**src/rtl/llu_pkg.sv**
```systemverilog
`default_nettype none

package llu_pkg;

    // Default number of CORDIC rotation cells, and the length of the arctangent table.
    localparam int unsigned CORDIC_STAGES_DEF = 30;
    localparam int unsigned TAB_LEN           = 32;
    localparam int unsigned TAB_IDX_W         = $clog2(TAB_LEN);

    // Field and datapath widths.
    localparam int unsigned ANG_W  = 32;   // Q3.28 input angles
    localparam int unsigned WRAP_W = 34;   // headroom for the longitude wrap
    localparam int unsigned DP_W   = 36;   // CORDIC x, y and z with 32 fraction bits
    localparam int unsigned OUT_W  = 32;   // Q1.30 results
    localparam int unsigned PROD_W = 2 * OUT_W;

    // Angle constants in Q3.28.
    localparam logic signed [WRAP_W-1:0] PI_Q28       = 34'sd843314857;
    localparam logic signed [WRAP_W-1:0] HALF_PI_Q28  = 34'sd421657428;
    localparam logic signed [WRAP_W-1:0] TWO_PI_Q28   = 34'sd1686629714;
    localparam logic signed [WRAP_W-1:0] THREE_PI_Q28 = 34'sd2529944571;
    localparam logic signed [WRAP_W-1:0] FOUR_PI_Q28  = 34'sd3373259428;

    // CORDIC constants with 32 fraction bits.
    localparam logic signed [DP_W-1:0] HALF_PI_Q32 = 36'sd6746518848;
    localparam logic signed [DP_W-1:0] GAIN_Q32    = 36'sd2608131496;

    // Unit value in Q1.30.
    localparam logic signed [OUT_W-1:0] ONE_Q30 = 32'sd1073741824;

    // One CORDIC rotator: cosine path, sine path and residual angle.
    typedef struct packed {
        logic signed [DP_W-1:0] x;
        logic signed [DP_W-1:0] y;
        logic signed [DP_W-1:0] z;
    } llu_rot_t;

    // Item state handed from cell to cell.
    typedef struct packed {
        llu_rot_t lat;
        llu_rot_t lon;
        logic     flip;
    } llu_cell_t;

endpackage

`default_nettype wire

```
**src/rtl/llu_cell.sv**
```systemverilog
`default_nettype none

module llu_cell #(
    parameter int unsigned STAGE_IDX = 0
) (
    input  wire logic               clk,
    input  wire logic               rst_n,
    input  wire logic               in_valid,
    output logic                    in_ready,
    input  wire llu_pkg::llu_cell_t in_data,
    output logic                    out_valid,
    input  wire logic               out_ready,
    output llu_pkg::llu_cell_t      out_data
);

    localparam logic [llu_pkg::TAB_IDX_W-1:0] SHIFT = llu_pkg::TAB_IDX_W'(STAGE_IDX);

    logic                                 out_valid_reg;
    logic signed [llu_pkg::DP_W-1:0]      step_angle;
    llu_pkg::llu_cell_t                   cell_next;
    llu_pkg::llu_cell_t                   cell_reg;

    // Arctangent of 2^-i with 32 fraction bits, rounded.
    function automatic logic [31:0] atan_q32(input logic [llu_pkg::TAB_IDX_W-1:0] idx);
        logic [31:0] v;
        case (idx)
            5'd0:    v = 32'd3373259426;
            5'd1:    v = 32'd1991351318;
            5'd2:    v = 32'd1052175346;
            5'd3:    v = 32'd534100635;
            5'd4:    v = 32'd268086748;
            5'd5:    v = 32'd134174063;
            5'd6:    v = 32'd67103403;
            5'd7:    v = 32'd33553749;
            5'd8:    v = 32'd16777131;
            5'd9:    v = 32'd8388597;
            5'd10:   v = 32'd4194303;
            default: v = 32'd1 << (6'd32 - {1'b0, idx});
        endcase
        return v;
    endfunction

    // One rotation toward zero residual angle.
    function automatic llu_pkg::llu_rot_t rotate(input llu_pkg::llu_rot_t a,
                                                 input logic signed [llu_pkg::DP_W-1:0] ang);
        llu_pkg::llu_rot_t               r;
        logic signed [llu_pkg::DP_W-1:0] dx;
        logic signed [llu_pkg::DP_W-1:0] dy;
        dx = a.y >>> SHIFT;
        dy = a.x >>> SHIFT;
        if (!a.z[llu_pkg::DP_W-1])
        begin
            r.x = a.x - dx;
            r.y = a.y + dy;
            r.z = a.z - ang;
        end
        else
        begin
            r.x = a.x + dx;
            r.y = a.y - dy;
            r.z = a.z + ang;
        end
        return r;
    endfunction

    assign step_angle = {{(llu_pkg::DP_W - 32){1'b0}}, atan_q32(SHIFT)};
    assign in_ready   = !out_valid_reg || out_ready;
    assign out_valid  = out_valid_reg;
    assign out_data   = cell_reg;

    // Latitude and longitude rotators work side by side.
    always_comb
    begin
        cell_next.lat  = rotate(in_data.lat, step_angle);
        cell_next.lon  = rotate(in_data.lon, step_angle);
        cell_next.flip = in_data.flip;
    end

    always_ff @(posedge clk or negedge rst_n)
    begin
        if (!rst_n)
            out_valid_reg <= 1'b0;
        else if (in_ready)
            out_valid_reg <= in_valid;
    end

    always_ff @(posedge clk)
    begin
        if (in_ready && in_valid)
            cell_reg <= cell_next;
    end

endmodule

`default_nettype wire

```
**config.mk**
```make
export PLATFORM = sky130hd
export DESIGN_NAME = llu_cell
export DESIGN_NICKNAME = d
export VERILOG_FILES = /design/src/rtl/llu_pkg.sv /design/src/rtl/llu_cell.sv
export SDC_FILE = /design/constraint.sdc
export NUM_CORES = 1
export LEC_CHECK = 0
export ABC_CLOCK_PERIOD_IN_PS = 6400
export BUFFER_PORTS_ARGS = -buffer_cell sky130_fd_sc_hd__buf_2
export CORE_UTILIZATION = 52
export DETAILED_ROUTE_END_ITERATION = 12
export PLACE_DENSITY = 0.79
export SLEW_MARGIN = 20
export SYNTH_ARGS = -nofsm -noshare
export SYNTH_HDL_FRONTEND = slang
export SYNTH_SLANG_ARGS = --single-unit
```
**constraint.sdc**
```tcl
create_clock -name clk -period 6.4 [get_ports clk]
set_input_delay 0.32 -clock clk [delete_from_list [all_inputs] [get_ports clk]]
set_output_delay 0.32 -clock clk [all_outputs]
set_load 0.1 [all_outputs]
```
==> impl_metrics.toml <==
[critical_path]
path_buf_inv = 2
crit_fanout = 62
cp_top_family = "compound AO/OA/AOI/OAI gates"
crit_chain = "buf_4 > inv_2 > fa_1 > a21o_1 > a21oi_1 > o21ai_1 > a2111oi_1 > nor3_1 > a21oi_1 > o211ai_1 > a2111oi_0 > or3_1"
cp_slowest_stage_delay_ns = 0.56
slowest_stage = "buf_4"
crit_required_ns = 6.84
start_kind = "input pin"
cpMostUsedCell = "a21oi_1"
critPathArrivalTime_ns = 4.29
end_kind = "flop"
path_class = "in -> reg"

[sta]
clock_skew_ns = 0.0153
slew_headroom = 0.280
tightest_slew_ns = 1.08
tns_ns = 0
fmax_mhz = 259
fin_crit_sh = 0.603
fin_crit_ns = 3.86
rsz0062_at_grt = "no"
setup_viol = 0
slew_violations = 0
finalHoldViolCount = 0
hold_ws_ns = 0.0318

[yosys]
syn_inst = 2588
syn_area_per_cell_um2 = 8.58
synth-simple-area-share = 0.132
ys_warn_count = 0
async_reset_ff_frac = 0.00463
yosysTopAreaCell = "edfxtp_1"
synthMuxAreaShare = 0.00992
synth_compound_area_frac = 0.269
netlist_top_cells_count = "a21oi_1 (309), ha_1 (276), inv_1 (220), edfxtp_1 (215), nor2_1 (204)"
synthFlopType = "edfxtp_1"
syn-num-nets = 3093
synth_area_leaders = "edfxtp_1 (29%), ha_1 (16%), a21oi_1 (7.0%)"
synth_edf_count = 215
synth_seq_cells = 216
synth.top_cell.area_share = 0.291
synth_top_family_by_area = "compound AO/OA/AOI/OAI gates"
ys_seq_area_frac = 0.292
synth_fa_ha_area_frac = 0.163
netlist_area_um2 = 22200
yosysMostFrequentCell = "a21oi_1"
yosysUniqueCellTypes = 88
synth-xor-area-share = 0.0773

[clocking]
cts_tree = "done"
clock-sinks = 216
clkTransAtPathRegs_ns = 0.06
cts_buffers = 27
insertion_delay_ns = 0.56
cts_max_path_buffers = 3
clk_root_buffer_cell = "clkbuf_16"
htree_levels = 1
cts_resized = 0

[power]
ir_drop_mv = 0.272
power_density_nw_per_um2 = 257
leakagePower_nw = 11.6

[floorplanning]
io_pins = 440
dieArea_um2 = 43500
fp.coreArea_um2 = 42000
initial_core_util = 0.528
rows = 75
dieWidth_um = 209
die_h_um = 209

[place]
hpwl_um = 57400
portBuffers = 439
place_congestion = 1.02
placed_cells = 3475
placed_area_um2 = 24700

[global_routing]
grt_pass1_vias = 20931
grt_pass1_wl_um = 113000
grt_max_degree = 131
grt_overflow = 0
track_usage = 0.324
antenna_found_initial = 8

[layout]
largest_reg_flops = 215
drive_gt1_frac = 0.176
instances_no_fill = 3533
syn2layout_area_growth_pct = 15.8
fin_area_um2 = 25700
layout.nets = 3475

[route]
route.vias.total = 21782
drtIter0Drc = 1934
drc = 0
antenna_left = 0
totalWireLength_um = 73300
via_per_inst = 6.17
wl_per_cell_um = 20.8
drt_first_pass_iters = 7

[outcome]
status = "finished, final reports clean"

[job]
drv_cap = 0

[min_path]
hp-class = "in -> reg"
-- worst reg2reg max path, delay by kind of cell (launching register included) --
family        cells  cell delay [ns]
buf+inv           1             0.57
flops             1             0.39
simple gates      2             0.55
-- power breakdown --
part           switching [mW]  internal (mW)  total [mW]
clock network           0.633          0.969        1.60
logic                    2.36          0.790        3.15
registers              0.0500           1.81        1.86
total                    3.05           3.57        6.62
-- timing repair --
item                      CTS  global route
hold buffers                5             0
buffers inserted            0             0
hold endpoints to repair    5             0
-- final timing paths --
check	startpoint	end	slack, ns	depth (start not counted)
min in group asynchronous	rst_n	out_valid	0.08	2
max in group asynchronous	rst_n	out_valid	6.23	2
worst max register to register	out_valid	out_data[14]	4.40	3
worst min-delay path	in_data[2]	out_data[2]	0.03	2
worst min register to register	out_valid	out_valid	0.57	2
worst max-delay path	in_data[36]	out_data[36]	2.54	12
-- metrics by stage --
stage / power [mW] / util / worst slack [ns]
final: 6.62 / 0.612 / 2.54
after global routing: 6.87 / 0.612 / 2.24
after CTS: 6.61 / 0.611 / 2.64
after detailed placement: 4.99 / 0.589 / 2.06
after global placement: 4.95 / 0.589 / 2.17
after floorplan: 4.32 / - / 1.50
-- cell families (layout without fill, tap and decap cells) --
logic type / count (synthesis) / count (layout)
adder cells (fa/ha/maj): 284 / 284
buffers and inverters: 327 / 727
multiplexers: 22 / 22
XOR/XNOR: 196 / 196
other: 0 / 6
flip-flops: 216 / 216
AO/OA/AOI/OAI: 930 / 930
AND/OR/NAND/NOR: 613 / 613
-- layout by cell type (no fill, tap or decap), types with 16 or more instances in the layout --
master	instances
a211oi_1	33
a21o_1	102
a21oi_1	309
a31oi_1	39
and3_1	16
buf_2	437
clkbuf_16	27
edfxtp_1	215
ha_1	276
inv_1	219
mux2i_1	22
nand2_1	133
nand2b_1	32
nand3_1	36
nand4_1	27
nor2_1	204
nor2b_1	34
nor3_1	54
o211ai_1	30
o21a_1	24
o21ai_0	169
o21bai_1	58
o31ai_1	19
or3_1	16
xnor2_1	155
xor2_1	41
-- cell type report --
type	instances	area, µm²
antenna	6	15.0
clock buffer	36	739
sequential	216	6480
tap	539	674
inverter	230	863
timing repair buffer	450	2310
clock inverter	11	169
multi-input combinational	2045	14500
fill	3757	16300
-- layer usage --
metal | GRT usage | vias up | wire length [µm]
met4 | 0.142 | 4 | 3410
met5 | 0 | - | 26
met3 | 0.0413 | 220 | 5660
met1 | 0.414 | 10293 | 29700
li1 | - | 10196 | -
met2 | 0.549 | 1069 | 34500
Note: power is estimated with default switching activity, not from simulation.
